**src/hw/rtl/pen_pkg.sv**
```systemverilog
// Shared types and constants for the percent-encoding normalizer.
// Depends on nothing; every other file in this block imports it.
package pen_pkg;

    // Most output characters that one input byte can cause.
    localparam int unsigned MAX_OUT = 5;

    localparam logic [7:0] CH_PCT   = 8'h25;
    localparam logic [7:0] CH_DASH  = 8'h2D;
    localparam logic [7:0] CH_DOT   = 8'h2E;
    localparam logic [7:0] CH_UNDER = 8'h5F;
    localparam logic [7:0] CH_TILDE = 8'h7E;

    typedef logic [6:0] pen_char_t;
    typedef logic [2:0] pen_count_t;

    // What the escape parser is holding between input bytes.
    typedef enum logic [1:0] {
        HELD_NONE,
        HELD_PCT,
        HELD_DIGIT
    } pen_held_t;

    // One queued work record: the characters that one input byte produces.
    typedef struct packed {
        pen_char_t [MAX_OUT-1:0] chars;
        pen_count_t              count;
        logic                    last;
    } pen_entry_t;

endpackage

```
**src/hw/rtl/pen_front.sv**
```systemverilog
// Front end of the normalizer: accepts input bytes, tracks escape state and
// builds one output record per byte that yields characters. Depends on pen_pkg.
module pen_front (
    input  logic               clk,
    input  logic               rst_n,
    input  logic [7:0]         in_byte,
    input  logic               in_last,
    input  logic               in_valid,
    output logic               in_ready,
    input  logic               q_full,
    output logic               q_push,
    output pen_pkg::pen_entry_t q_entry
);
    import pen_pkg::*;

    function automatic logic is_hex(input logic [7:0] c);
        is_hex = c inside {[8'h30:8'h39], [8'h41:8'h46], [8'h61:8'h66]};
    endfunction

    function automatic logic [3:0] hex_val(input logic [7:0] c);
        if (c inside {[8'h30:8'h39]})
            hex_val = c[3:0];
        else
            hex_val = c[3:0] + 4'd9;
    endfunction

    function automatic logic is_unreserved(input logic [7:0] c);
        is_unreserved = c inside {[8'h30:8'h39], [8'h41:8'h5A], [8'h61:8'h7A],
                                  CH_DASH, CH_DOT, CH_UNDER, CH_TILDE};
    endfunction

    function automatic pen_char_t hex_char(input logic [3:0] v);
        if (v < 4'd10)
            hex_char = {3'b011, v};
        else
            hex_char = 7'h37 + {3'b000, v};
    endfunction

    pen_held_t  held_reg, held_next, held_body;
    logic [7:0] digit_reg, digit_next, digit_body;

    logic       accept;
    logic       in_hex, in_pct, held_hex;
    logic [7:0] dec_val;

    pen_char_t [MAX_OUT-1:0] chars;
    pen_count_t              n_cnt;

    assign in_hex   = is_hex(in_byte);
    assign in_pct   = (in_byte == CH_PCT);
    assign held_hex = is_hex(digit_reg);
    assign dec_val  = {hex_val(digit_reg), hex_val(in_byte)};

    assign in_ready = !q_full;
    assign accept   = in_valid && in_ready;

    // Next state: the held state after the byte itself, then the flush on last.
    always_comb
    begin
        digit_body = digit_reg;
        case (held_reg)
            HELD_PCT:
            begin
                if (in_hex)
                begin
                    held_body  = HELD_DIGIT;
                    digit_body = in_byte;
                end
                else
                begin
                    held_body = in_pct ? HELD_PCT : HELD_NONE;
                end
            end
            HELD_DIGIT:
            begin
                digit_body = '0;
                if (in_hex && held_hex)
                    held_body = HELD_NONE;
                else
                    held_body = in_pct ? HELD_PCT : HELD_NONE;
            end
            default:
            begin
                held_body = in_pct ? HELD_PCT : HELD_NONE;
            end
        endcase

        held_next  = held_body;
        digit_next = digit_body;
        if (in_last)
        begin
            held_next  = HELD_NONE;
            digit_next = '0;
        end
    end

    // Outputs: append the characters for this byte in order.
    always_comb
    begin
        logic do_fresh;
        chars    = '0;
        n_cnt    = '0;
        do_fresh = 1'b0;

        case (held_reg)
            HELD_PCT:
            begin
                if (!in_hex)
                begin
                    chars[n_cnt] = CH_PCT[6:0];
                    n_cnt        = n_cnt + 3'd1;
                    do_fresh     = 1'b1;
                end
            end
            HELD_DIGIT:
            begin
                if (in_hex && held_hex)
                begin
                    if (is_unreserved(dec_val))
                    begin
                        chars[n_cnt] = dec_val[6:0];
                        n_cnt        = n_cnt + 3'd1;
                    end
                    else
                    begin
                        chars[n_cnt] = CH_PCT[6:0];
                        n_cnt        = n_cnt + 3'd1;
                        chars[n_cnt] = hex_char(dec_val[7:4]);
                        n_cnt        = n_cnt + 3'd1;
                        chars[n_cnt] = hex_char(dec_val[3:0]);
                        n_cnt        = n_cnt + 3'd1;
                    end
                end
                else
                begin
                    chars[n_cnt] = CH_PCT[6:0];
                    n_cnt        = n_cnt + 3'd1;
                    chars[n_cnt] = digit_reg[6:0];
                    n_cnt        = n_cnt + 3'd1;
                    do_fresh     = 1'b1;
                end
            end
            default:
            begin
                do_fresh = 1'b1;
            end
        endcase

        // A fresh byte: a percent sign only starts an escape, so it adds nothing.
        if (do_fresh && !in_pct)
        begin
            if (in_byte[7])
            begin
                chars[n_cnt] = CH_PCT[6:0];
                n_cnt        = n_cnt + 3'd1;
                chars[n_cnt] = hex_char(in_byte[7:4]);
                n_cnt        = n_cnt + 3'd1;
                chars[n_cnt] = hex_char(in_byte[3:0]);
                n_cnt        = n_cnt + 3'd1;
            end
            else
            begin
                chars[n_cnt] = in_byte[6:0];
                n_cnt        = n_cnt + 3'd1;
            end
        end

        // End of string: anything still held goes out as plain characters.
        if (in_last && (held_body != HELD_NONE))
        begin
            chars[n_cnt] = CH_PCT[6:0];
            n_cnt        = n_cnt + 3'd1;
        end
        if (in_last && (held_body == HELD_DIGIT))
        begin
            chars[n_cnt] = digit_body[6:0];
            n_cnt        = n_cnt + 3'd1;
        end
    end

    assign q_entry.chars = chars;
    assign q_entry.count = n_cnt;
    assign q_entry.last  = in_last;
    assign q_push        = accept && (n_cnt != 3'd0);

    always_ff @(posedge clk or negedge rst_n)
    begin
        if (!rst_n)
        begin
            held_reg  <= HELD_NONE;
            digit_reg <= '0;
        end
        else if (accept)
        begin
            held_reg  <= held_next;
            digit_reg <= digit_next;
        end
    end

endmodule

```
**src/hw/rtl/pen_queue.sv**
```systemverilog
// Two-entry queue of output records between the front and back ends.
// Depends on pen_pkg.
module pen_queue (
    input  logic               clk,
    input  logic               rst_n,
    input  logic               push,
    input  pen_pkg::pen_entry_t push_entry,
    output logic               full,
    input  logic               pop,
    output pen_pkg::pen_entry_t head,
    output logic               empty
);
    import pen_pkg::*;

    pen_entry_t  slot_reg [2];
    logic        wr_ptr_reg, wr_ptr_next;
    logic        rd_ptr_reg, rd_ptr_next;
    logic [1:0]  count_reg, count_next;
    logic        do_push, do_pop;

    assign full    = (count_reg == 2'd2);
    assign empty   = (count_reg == 2'd0);
    assign do_push = push && !full;
    assign do_pop  = pop && !empty;
    assign head    = slot_reg[rd_ptr_reg];

    always_comb
    begin
        wr_ptr_next = do_push ? ~wr_ptr_reg : wr_ptr_reg;
        rd_ptr_next = do_pop ? ~rd_ptr_reg : rd_ptr_reg;
        count_next  = count_reg + {1'b0, do_push} - {1'b0, do_pop};
    end

    always_ff @(posedge clk or negedge rst_n)
    begin
        if (!rst_n)
        begin
            wr_ptr_reg <= 1'b0;
            rd_ptr_reg <= 1'b0;
            count_reg  <= 2'd0;
        end
        else
        begin
            wr_ptr_reg <= wr_ptr_next;
            rd_ptr_reg <= rd_ptr_next;
            count_reg  <= count_next;
        end
    end

    always_ff @(posedge clk)
    begin
        if (do_push)
            slot_reg[wr_ptr_reg] <= push_entry;
    end

endmodule

```
**src/hw/rtl/pen_back.sv**
```systemverilog
// Back end of the normalizer: takes records from the queue and sends their
// characters out one per cycle while out_ready is high. Depends on pen_pkg.
module pen_back (
    input  logic               clk,
    input  logic               rst_n,
    input  logic               q_empty,
    input  pen_pkg::pen_entry_t q_head,
    output logic               q_pop,
    output logic               out_valid,
    input  logic               out_ready,
    output logic [6:0]         out_byte,
    output logic               out_last
);
    import pen_pkg::*;

    pen_entry_t cur_reg;
    pen_count_t idx_reg, idx_next;
    logic       busy_reg, busy_next;
    logic       out_fire, final_char, load;

    assign out_fire   = out_valid && out_ready;
    assign final_char = (idx_reg == (cur_reg.count - 3'd1));
    assign load       = !q_empty && (!busy_reg || (out_fire && final_char));
    assign q_pop      = load;

    assign out_valid = busy_reg;
    assign out_byte  = cur_reg.chars[idx_reg];
    assign out_last  = cur_reg.last && final_char;

    always_comb
    begin
        idx_next  = idx_reg;
        busy_next = busy_reg;
        if (load)
        begin
            idx_next  = '0;
            busy_next = 1'b1;
        end
        else if (out_fire)
        begin
            if (final_char)
                busy_next = 1'b0;
            else
                idx_next = idx_reg + 3'd1;
        end
    end

    always_ff @(posedge clk or negedge rst_n)
    begin
        if (!rst_n)
        begin
            idx_reg  <= '0;
            busy_reg <= 1'b0;
        end
        else
        begin
            idx_reg  <= idx_next;
            busy_reg <= busy_next;
        end
    end

    always_ff @(posedge clk)
    begin
        if (load)
            cur_reg <= q_head;
    end

endmodule

```
**src/hw/rtl/percent_encoding_normalizer.sv**
```systemverilog
// Percent-encoding normalizer for URL paths. Bytes of a path arrive one per
// transaction with in_last on the final byte; normalized ASCII leaves one
// character per transaction with out_last on the final character of the
// string. A valid escape (percent sign and two hex digits in either case)
// is decoded: unreserved octets (letters, digits, - . _ ~) come out plain,
// all others come out as a percent sign and two uppercase hex digits. Raw
// bytes of 128 and up are percent-encoded, other bytes pass through, and a
// broken or cut-off escape comes out as the literal characters it held.
// Timing: the output port sends one character per cycle while out_ready is
// high, so an input byte occupies the output while its characters go out,
// from zero (a byte that is only held as part of an escape) to five. Ordinary
// bytes stream at one per cycle when the output does not stall. The front end
// classifies a byte in the cycle it is accepted and pushes a record into a
// two-entry queue; the back end holds one more record and serializes it, so
// input keeps flowing while output is stalled until both queue slots are
// full. A byte's characters pass through a queue slot and then the back
// end's record register before they reach the output.
// Depends on pen_pkg, pen_front, pen_queue and pen_back.
module percent_encoding_normalizer (
    input  logic       clk,
    input  logic       rst_n,
    input  logic [7:0] in_byte,
    input  logic       in_last,
    input  logic       in_valid,
    output logic       in_ready,
    output logic [6:0] out_byte,
    output logic       out_last,
    output logic       out_valid,
    input  logic       out_ready
);
    import pen_pkg::*;

    // Records travel from the front end through the queue to the back end.
    pen_entry_t push_entry;
    pen_entry_t head_entry;
    logic       q_push;
    logic       q_full;
    logic       q_pop;
    logic       q_empty;

    pen_front u_front (
        .clk      (clk),
        .rst_n    (rst_n),
        .in_byte  (in_byte),
        .in_last  (in_last),
        .in_valid (in_valid),
        .in_ready (in_ready),
        .q_full   (q_full),
        .q_push   (q_push),
        .q_entry  (push_entry)
    );

    pen_queue u_queue (
        .clk        (clk),
        .rst_n      (rst_n),
        .push       (q_push),
        .push_entry (push_entry),
        .full       (q_full),
        .pop        (q_pop),
        .head       (head_entry),
        .empty      (q_empty)
    );

    pen_back u_back (
        .clk       (clk),
        .rst_n     (rst_n),
        .q_empty   (q_empty),
        .q_head    (head_entry),
        .q_pop     (q_pop),
        .out_valid (out_valid),
        .out_ready (out_ready),
        .out_byte  (out_byte),
        .out_last  (out_last)
    );

endmodule

```
**config.mk**
```make
export PLATFORM = sky130hd
export DESIGN_NAME = percent_encoding_normalizer
export DESIGN_NICKNAME = d
export VERILOG_FILES = /design/src/hw/rtl/pen_pkg.sv /design/src/hw/rtl/pen_front.sv /design/src/hw/rtl/pen_queue.sv /design/src/hw/rtl/pen_back.sv /design/src/hw/rtl/percent_encoding_normalizer.sv
export SDC_FILE = /design/constraint.sdc
export NUM_CORES = 1
export LEC_CHECK = 0
export BUFFER_PORTS_ARGS = -buffer_cell sky130_fd_sc_hd__buf_4
export CELL_PAD_IN_SITES_DETAIL_PLACEMENT = 1
export CELL_PAD_IN_SITES_GLOBAL_PLACEMENT = 1
export CORE_ASPECT_RATIO = 0.75
export CORE_UTILIZATION = 45
export DETAILED_ROUTE_END_ITERATION = 6
export GPL_TIMING_DRIVEN = 0
export PLACE_DENSITY = 0.82
export SLEW_MARGIN = 10
export SYNTH_ARGS = -nofsm -noshare
export SYNTH_HDL_FRONTEND = slang
export SYNTH_SLANG_ARGS = --single-unit
```
**constraint.sdc**
```tcl
create_clock -name clk -period 9.45 [get_ports clk]
set_input_delay 1.4175 -clock clk [delete_from_list [all_inputs] [get_ports clk]]
set_output_delay 1.4175 -clock clk [all_outputs]
set_load 0.01 [all_outputs]
```
==> run summary, run 1 <==
status -> finished with violations
failing checks -> DRC
Syn. warnings -> 0
post-synth top area share -> 38.9%
cts repair resizes -> 0
vias in the first global route -> 8,182
1st-pass router iterations -> 7
CTS Buf Count -> 17
peak supply drop -> 0.000135 V
Most common cell on crit path -> ha_1
Area growth syn-to-layout -> 12.5%
aggregate global-route resource usage -> 33.6%
Final Hold Viols -> 0
area of the multi-input gates -> 0.00471 mm²
Slew @ Worst Pin -> 1.03 ns
Syn Inst Count -> 891
FF-to-FF path depth -> 27
fill cell count -> 2,192
RSZ-0062 raised after global routing -> false
worst-skew pair later-pin latency -> 0.42 ns
register area share after synthesis -> 43.9%
Slew Limit Fails -> 0
ratio of cells with drive above 1 in the final layout -> 15.0%
core area -> 0.0195 mm²
largest area contributor in the netlist -> edfxtp_1
via count -> 8,118
period utilisation layout -> 94.8%
antenna viol nets, final -> 0
arrival time worst endpoint -> 9.07 ns
M1 GR Usage -> 45.7%
library cells used by synthesis -> 92
total clock sinks -> 135
register area -> 0.00396 mm²
Final setup viols -> 0
CTS tree -> yes
via/cell ratio -> 6.76
Die ar. -> 0.0206 mm²
worst path buffer plus inverter count -> 7
HPWL Detailed -> 25,300 µm
top-count cell post-synth -> edfxtp_1
PwrDens -> 214 mW/mm²
Slew headroom -> 30.5%
critical path launch point type -> input port
CTS clk-pin slew, worst paths -> 0.06 ns
fmax -> 0.112 GHz
Hold Crit Depth -> 1
buffers added on ports -> 22
max incr delay on CP -> 0.42 ns
Routed WL -> 33,900 µm
fraction of registers with async set/reset -> 13.3%
Initial Util -> 46.3%
Max Clock Skew -> 0.00868 ns
GRT met2 Usage -> 50.4%
first-pass GRT wire length -> 50,700 µm
Final GP Congestion -> 0.983
nets@finish -> 978
Synth Area per Inst -> 10.1 µm²
critical path type -> in2reg
hold slack -> 0.524 ns
main flop type after synthesis -> edfxtp_1
Overall Power -> 2170 µW
Iter 0 DRT Violations -> 943
gr busiest metal -> met2
delay-heaviest family, CP -> compound AO/OA/AOI/OAI gates
most instantiated cells after synthesis -> 117 x edfxtp_1, 73 x a21oi_1, 65 x nor2_1
Post-Route Setup TNS -> 0 ns
worst r2r dst -> u_queue.slot_reg[1][21]
WP data required -> 9.56 ns
I/O Pins -> 23
max FFs per register -> 78
Die Y -> 125 µm
hold buffer count at CTS -> 0
Setup Fix Bufs, Post-CTS -> 0
Post-synth EDFFs -> 117
fin crit period -> 8.96 ns
Clock Root Buffer -> clkbuf_16
DR WL/cell -> 28.2 µm
total grt overflow -> 0
r2r setup slk -> 1.52 ns
hold wc startpoint -> u_queue.count_reg[1]
Ant. Diodes -> 0
FF+latch count, synth -> 135
GR Util met3 -> 9.29%
DRC -> 2
largest net degree at the start of global routing -> 31
syn nets -> 934
reg2reg start -> u_front.digit_reg[0]
Worst path slowest cell -> xnor2_1
CP max FO -> 28
worst min path class -> reg2reg
Hold EP -> u_queue.count_reg[1]
largest cells by area after synthesis -> edfxtp_1 39%, dfrtp_1 5.0%, mux2_2 4.9%, ha_1 4.2%, a21oi_1 4.0%
CTS Buffer Depth -> 2
synthesized cell area -> 0.00902 mm²
Pleak -> 0.00361 µW
chip width -> 166 µm
Max Cap Viol -> 0
htree depth -> 4
crit end category -> flop
initial antenna violation count -> 1
# rows -> 44
==> layout make-up <==
| cell class | count | share of cell area (%) |
|---|---|---|
| Tap cell | 253 | 3.12 |
| Clock inverter | 12 | 1.17 |
| Multi-Input combinational cell | 660 | 46.3 |
| Buffer | 61 | 2.42 |
| Timing Repair Buffer | 25 | 2.22 |
| Inverter | 35 | 1.29 |
| Clock buffer | 20 | 4.40 |
| Sequential cell | 135 | 39.0 |
==> worst max path at each step <==
| stage | startpoint | endpoint | slack, ns | cells after the start |
|---|---|---|---|---|
| 3_3_place_gp | in_byte[0] | u_queue.slot_reg[1][25] | -1.96 | 32 |
| 4_1_cts | in_byte[0] | u_queue.slot_reg[1][18] | 0.27 | 33 |
| 3_5_place_dp | in_byte[0] | u_queue.slot_reg[0][37] | -0.01 | 33 |
| 6_report | in_byte[0] | u_queue.slot_reg[1][21] | 0.49 | 33 |
| 5_1_grt | in_byte[1] | u_queue.slot_reg[1][21] | 0.13 | 33 |
| 2_1_floorplan | in_byte[0] | u_queue.slot_reg[0][0] | 0.66 | 31 |
==> cells in the final DEF, fill, tap and decap left out, drive strengths merged, types with 12 or more instances in the layout <==
| master | count |
|---|---|
| o22ai | 30 |
| dfrtp | 18 |
| a21oi | 75 |
| nor2 | 66 |
| nor3 | 12 |
| a31oi | 15 |
| inv | 39 |
| mux2 | 39 |
| mux2i | 25 |
| edfxtp | 117 |
| nor2b | 15 |
| a22oi | 20 |
| buf | 41 |
| clkbuf | 65 |
| o21ai | 61 |
| xnor2 | 17 |
| a22o | 27 |
| nand3 | 16 |
| ha | 30 |
| nand2 | 55 |
==> metrics by stage <==
step / area (µm²) / worst slack (ns) / util (%) / std cells
after floorplan: 9020 / 0.661 / - / 891
after global placement: 9500 / -1.96 / 48.8 / 1166
after detailed placement: 9590 / -0.0107 / 49.2 / 1169
final: 10200 / 0.489 / 52.1 / 1201
after CTS: 10200 / 0.270 / 52.1 / 1201
after global routing: 10200 / 0.132 / 52.1 / 1201
==> worst register-to-register path, cell delays in order, from the launching register on <==
cell and delay, ns:
dfrtp_1 0.41, clkbuf_1 0.49, inv_1 0.26, ha_1 0.28
o21bai_1 0.33, a21oi_1 0.23, o31ai_1 0.87, nor3b_1 0.10
o21ai_0 0.19, and4_1 0.37, nand2_2 0.13, nand2_1 0.10
nand2_1 0.12, ha_1 0.41, xnor2_1 0.41, a211oi_2 0.20
a31oi_4 0.33, inv_2 0.10, ha_1 0.33, nor2_1 0.11
a21oi_2 0.22, ha_1 0.19, nand3_1 0.09, xnor2_1 0.28
or2_1 0.20, o311ai_4 0.14, nor2_4 0.42, buf_12 0.28
==> logic make-up after synthesis <==
group | synth area share [%]
xor gates and xnor gates | 2.12
AOI/OAI and AO/OA | 25.8
buffers and inverters | 4.16
muxes | 7.64
DFF | 43.9
and+or+nand+nor | 12.2
adders and majority gates | 4.16
==> where the power goes <==
group          total (µW)  leakage [µW]  switching, µW  internal (µW)
Sequential            877       0.00132           51.4            826
Combinational         657       0.00202            404            253
Clock                 639      0.000273            266            373
==> metal layers <==
layer  part of all wire (%)  wire, µm
met1                     42     14400
met2                     44     15000
met3                    9.8      3300
met4                    3.4      1150
met5                  0.032        11
Power figures use the tool's default switching activity.
==> run 2, diff against run 1 <==
- clock period: 9.45 -> 10.1 ns (I/O delays scaled with it)
==> run 2 against run 1 <==
Compared with the run above: the flow still finishes with violations (DRC); total power decreased by 6.5%; clock skew is 0.00082 ns higher; clock power down 6.6%; critical path depth unchanged; highest routed layer unchanged.
==> run summary, run 2 (synthesis results as in run 1) <==
core area -> 0.0195 mm² (unchanged)
first-pass GRT wire length -> 50,700 µm (unchanged)
RSZ-0062 raised after global routing -> false
nets@finish -> 978 (unchanged)
Die ar. -> 0.0206 mm² (unchanged)
DRC -> 2 (unchanged)
status -> finished with violations
aggregate global-route resource usage -> 33.6% (unchanged)
WP data required -> 10.21 ns (+0.65 ns)
critical path type -> in2reg
sw power -> 675 µW (-6.5%)
Final GP Congestion -> 0.983 (unchanged)
via/cell ratio -> 6.80 (+0.57%)
Ant. Diodes -> 0 (unchanged)
Iter 0 DRT Violations -> 945 (+0.21%)
critical path launch point type -> input port
buffers added on ports -> 22 (unchanged)
Clock Root Buffer -> clkbuf_16
Slew Limit Fails -> 0 (unchanged)
Comb power frac -> 30.3% (about the same)
CP Launch Point -> in_byte[0]
Final Hold Viols -> 0 (unchanged)
CTS Buf Count -> 17 (unchanged)
Area growth syn-to-layout -> 12.5% (about the same)
r2r setup slk -> 2.18 ns (+0.66 ns)
Post-Route Setup TNS -> 0 ns (unchanged)
failing checks -> DRC
vias in the first global route -> 8,182 (unchanged)
worst min path class -> reg2reg
ratio of cells with drive above 1 in the final layout -> 14.9% (-0.11 points)
Initial Util -> 46.3% (unchanged)
HPWL Detailed -> 25,300 µm (unchanged)
Max Cap Viol -> 0 (unchanged)
fmax -> 0.105 GHz
chip width -> 166 µm (unchanged)
period utilisation layout -> 93.9%
Slew @ Worst Pin -> 1.03 ns (-0.00764 ns)
hold wc startpoint -> u_queue.count_reg[1]
Net Sw Frac -> 33.2% (about the same)
max FFs per register -> 78 (unchanged)
arrival time worst endpoint -> 9.59 ns (+0.52 ns)
Routed WL -> 33,900 µm (about the same)
largest net degree at the start of global routing -> 31 (unchanged)
cts repair resizes -> 0 (unchanged)
I/O Pins -> 23 (unchanged)
fin crit period -> 9.48 ns
CP max FO -> 28 (unchanged)
hold slack -> 0.524 ns (-0.00000800 ns)
reg2reg start -> u_front.digit_reg[0]
Internal -> 1360 µW (-6.4%)
via count -> 8,164 (+0.57%)
# rows -> 44 (unchanged)
Clock power frac -> 29.4% (about the same)
PwrDens -> 200 mW/mm² (-6.4%)
peak supply drop -> 0.000125 V (-7.3%)
most common cell after layout, fill and taps aside -> edfxtp_1
total clock sinks -> 135 (unchanged)
Die Y -> 125 µm (unchanged)
DR WL/cell -> 28.2 µm (about the same)
htree depth -> 4 (unchanged)
CTS Buffer Depth -> 2 (unchanged)
Max Clock Skew -> 0.00951 ns (+0.000824 ns)
total grt overflow -> 0 (unchanged)
antenna viol nets, final -> 0 (unchanged)
crit end category -> flop
commonest non-fill, non-tap cells in the layout -> 117 x edfxtp_1, 73 x a21oi_1, 63 x nor2_1
CTS tree -> yes
1st-pass router iterations -> 7 (unchanged)
max incr delay on CP -> 0.60 ns (+0.18 ns)
Most common cell on crit path -> ha_1
Worst path slowest cell -> clkbuf_1
Pleak -> 0.00361 µW (about the same)
hold buffer count at CTS -> 0 (unchanged)
Flop pwr share -> 40.4% (about the same)
Final setup viols -> 0 (unchanged)
CTS clk-pin slew, worst paths -> 0.06 ns (about the same)
Slew headroom -> 31.0% (+0.51 points)
Setup Fix Bufs, Post-CTS -> 0 (unchanged)
initial antenna violation count -> 1 (unchanged)
worst-skew pair later-pin latency -> 0.42 ns (about the same)
==> run 2: cell types whose count changed in the layout (fill, tap and decap cells not counted) <==
cell,previous run,this run
clkbuf_2,1,0
clkbuf_1,46,47
==> run 2: power groups by stage <==
stage	logic (µW)	clock network, µW	registers (µW)
2_1_floorplan	375	0	813
3_3_place_gp	551	0	824
3_5_place_dp	605	0	829
4_1_cts	611	601	821
5_1_grt	652	617	829
6_report	615	597	821
==> run 2: layout make-up <==
type | count | area [µm²]
Tap cell | 253 | 317
Clock buffer | 20 | 447
Buffer | 61 | 244
Inverter | 35 | 131
Sequential cell | 135 | 3960
Fill cell | 2193 | 9340
Clock inverter | 12 | 119
Timing Repair Buffer | 25 | 225
Multi-Input combinational cell | 660 | 4710
==> run 2: worst paths after layout <==
path	end	cells past startpoint
hold reg to reg	u_queue.count_reg[1]	1
min in group asynchronous	u_front.digit_reg[6]	1
setup reg to reg	u_queue.slot_reg[1][21]	27
hold / removal	u_queue.count_reg[1]	1
max in group asynchronous	u_queue.rd_ptr_reg	1
setup / recovery	u_queue.slot_reg[1][21]	33
==> run 2: critical path, delay by kind of cell <==
kind                     cells  cell delay, ns
buffers and inverters        7            1.85
adder cells (fa/ha/maj)      5            1.49
AO/OA/AOI/OAI                9            1.94
XOR/XNOR                     3            1.11
AND/OR/NAND/NOR              9            1.64
==> run 2: metrics by stage <==
step                      util (%)  cells  area [µm²]  total power, µW  setup slack, ns
after global placement        48.8   1166        9500             1380            -1.41
after global routing          52.1   1201       10200             2100            0.294
after floorplan                  -    891        9020             1190             1.21
after detailed placement      49.2   1169        9590             1430            0.542
final                         52.1   1201       10200             2030            0.616
after CTS                     52.1   1201       10200             2030            0.823
==> run 2: per-layer routing <==
metal,vias up,GRT usage (%),routed length [µm]
met5,-,0,11
met4,2,13.3,1270
met3,98,9.29,3310
met2,510,50.4,15000
met1,4031,45.7,14300
li1,3523,-,-
==> run 3, diff against run 2 <==
- CTS_BUF_LIST: default -> sky130_fd_sc_hd__clkbuf_8
- REMOVE_ABC_BUFFERS: default -> 1
==> run 3 against run 2 <==
Compared with the run above: the flow still finishes with violations (DRC); largest power group unchanged; critical endpoint is now u_queue.slot_reg[1][26]; die area is the same; worst hold slack got worse by 0.0083 ns; clock-buffer cell count decreased by 2; register-to-register slack improved by 0.13 ns; non-clock buffer count is 58 lower; worst setup slack better by 0.31 ns; wire length decreased by 8.1%; clock skew grew 0.012 ns; cell area shrank 3.1%; via count fell by 4.1%; utilization is 1.6 points lower; global-route usage decreased by 2.5 points.
==> run summary, run 3 (synthesis results as in run 1) <==
status -> finished with violations
failing checks -> DRC
CTS clk-pin slew, worst paths -> 0.08 ns (+0.02 ns)
hold wc startpoint -> u_queue.count_reg[1]
Area growth syn-to-layout -> 9.08%
total grt overflow -> 0 (unchanged)
total clock sinks -> 135 (unchanged)
final non-filler cell total -> 1,143 (-4.8%)
Overall Power -> 1930 µW (-5.2%)
gr busiest metal -> met2
worst min path class -> reg2reg
crit end category -> flop
Max Clock Skew -> 0.0217 ns (+0.0122 ns)
DR WL/cell -> 27.2 µm (-3.5%)
initial antenna violation count -> 1 (unchanged)
fin crit period -> 9.18 ns (-0.308 ns)
max incr delay on CP -> 0.92 ns (+0.32 ns)
critical path launch point type -> input port
Post-Place Cells -> 1,111 (-5.0%)
PwrDens -> 196 mW/mm² (-2.2%)
cts repair resizes -> 0 (unchanged)
Finished Cell Area -> 0.00984 mm² (-3.1%)
worst path buffer plus inverter count -> 3 (-4)
reg2reg start -> u_front.digit_reg[0]
CTS Buffer Depth -> 2 (unchanged)
Final Hold Viols -> 0 (unchanged)
# rows -> 44 (unchanged)
chip width -> 166 µm (unchanged)
delay-heaviest family, CP -> simple AND/OR/NAND/NOR gates
M1 GR Usage -> 44.3% (-1.5 points)
commonest non-fill, non-tap cells in the layout -> 117 x edfxtp_1, 72 x a21oi_1, 63 x nor2_1
I/O Pins -> 23 (unchanged)
Cell Chain, Critical Path -> buf_4, ha_1, or3b_2, or3_4, a21oi_2, xnor2_1, inv_1, ha_1, nor2b_1, a311oi_1, a31oi_1, and4_1, nand2_2, nand2_1, nand2_1, ha_1, inv_1, a21oi_1, nand3_1, o31ai_1, a31oi_1, nor3_1, nor2_1, a22o_1
Post-Route Setup TNS -> 0 ns (unchanged)
Most common cell on crit path -> ha_1
nets@finish -> 920 (-5.9%)
Clock Root Buffer -> clkbuf_8
arrival time worst endpoint -> 9.34 ns (-0.25 ns)
first-pass GRT wire length -> 47,400 µm (-6.5%)
Slew @ Worst Pin -> 1.25 ns (+0.224 ns)
fill cell count -> 2,172 (-0.96%)
worst-skew pair later-pin latency -> 0.46 ns (+0.04 ns)
period utilisation layout -> 90.8% (-3.1 points)
ratio of cells with drive above 1 in the final layout -> 15.4% (+0.52 points)
max FFs per register -> 78 (unchanged)
most common cell after layout, fill and taps aside -> edfxtp_1
CTS tree -> yes
CP Launch Point -> in_byte[5]
core area -> 0.0195 mm² (unchanged)
register area -> 0.00397 mm² (about the same)
Die ar. -> 0.0206 mm² (unchanged)
Slew headroom -> 16.1% (-15 points)
fmax -> 0.109 GHz (+3.4%)
Iter 0 DRT Violations -> 999 (+5.7%)
CTS Buf Count -> 17 (unchanged)
Max Cap Viol -> 0 (unchanged)
Final setup viols -> 0 (unchanged)
aggregate global-route resource usage -> 31.2% (-2.5 points)
Die Y -> 125 µm (unchanged)
CP max FO -> 25 (-11%)
1st-pass router iterations -> 7 (unchanged)
GRT met2 Usage -> 46.8% (-3.6 points)
peak supply drop -> 0.0000933 V (-25%)
Pleak -> 0.00348 µW (-3.6%)
placed inst area -> 0.00940 mm² (-2.0%)
Final WS setup -> 0.925 ns (+0.308 ns)
largest net degree at the start of global routing -> 61 (+97%)
DRC -> 2 (unchanged)
via/cell ratio -> 6.85 (+0.80%)
GR Util met3 -> 7.63% (-1.7 points)
area of the multi-input gates -> 0.00471 mm² (about the same)
Setup Fix Bufs, Post-CTS -> 0 (unchanged)
HPWL Detailed -> 22,000 µm (-13%)
critical path type -> in2reg
hold buffer count at CTS -> 0 (unchanged)
htree depth -> 4 (unchanged)
via count -> 7,832 (-4.1%)
Slew Limit Fails -> 0 (unchanged)
Worst path slowest cell -> nor3_1
antenna viol nets, final -> 0 (unchanged)
Initial Util -> 46.3% (unchanged)
Routed WL -> 31,100 µm (-8.1%)
buffers added on ports -> 22 (unchanged)
WP data required -> 10.26 ns (+0.05 ns)
vias in the first global route -> 7,785 (-4.9%)
Ant. Diodes -> 0 (unchanged)
Final GP Congestion -> 0.948 (-3.5%)
RSZ-0062 raised after global routing -> false
DP Worst Slack -> 0.864 ns (+0.323 ns)
[run 3: final timing paths]
kind                                            to  slack [ns]  cells after the start
hold reg to reg               u_queue.count_reg[1]        0.52                      1
max in group asynchronous     u_front.digit_reg[3]        8.94                      1
setup / recovery           u_queue.slot_reg[1][26]        0.92                     24
setup reg to reg           u_queue.slot_reg[1][28]        2.31                     26
min in group asynchronous        u_back.idx_reg[0]        0.93                      1
hold / removal                u_queue.count_reg[1]        0.52                      1
[run 3: final cells by class]
type                            instances  share of cell area (%)
Multi-Input combinational cell        660                    47.9
Sequential cell                       135                    40.3
Tap cell                              253                    3.22
Timing Repair Buffer                   28                    2.80
Clock buffer                           18                    2.52
Clock inverter                         14                    2.00
Inverter                               35                    1.33
[run 3: metrics by stage]
stage               utilization, %  hold WS, ns
floorplan                        -        0.455
global placement              47.5        0.489
detailed placement            48.2        0.503
CTS                           50.5        0.518
global route                  50.5        0.528
finish                        50.5        0.516
[run 3: power breakdown]
part,internal [µW],switching (µW),leakage (µW)
sequential,770,92.0,0.00132
clock,278,236,0.000222
combinational,238,312,0.00194
[run 3: metal layers]
layer | vias to the layer above | wire, µm
met1 | 3857 | 13100
met4 | 2 | 869
met3 | 80 | 3310
li1 | 3407 | -
met5 | - | 9
met2 | 486 | 13800
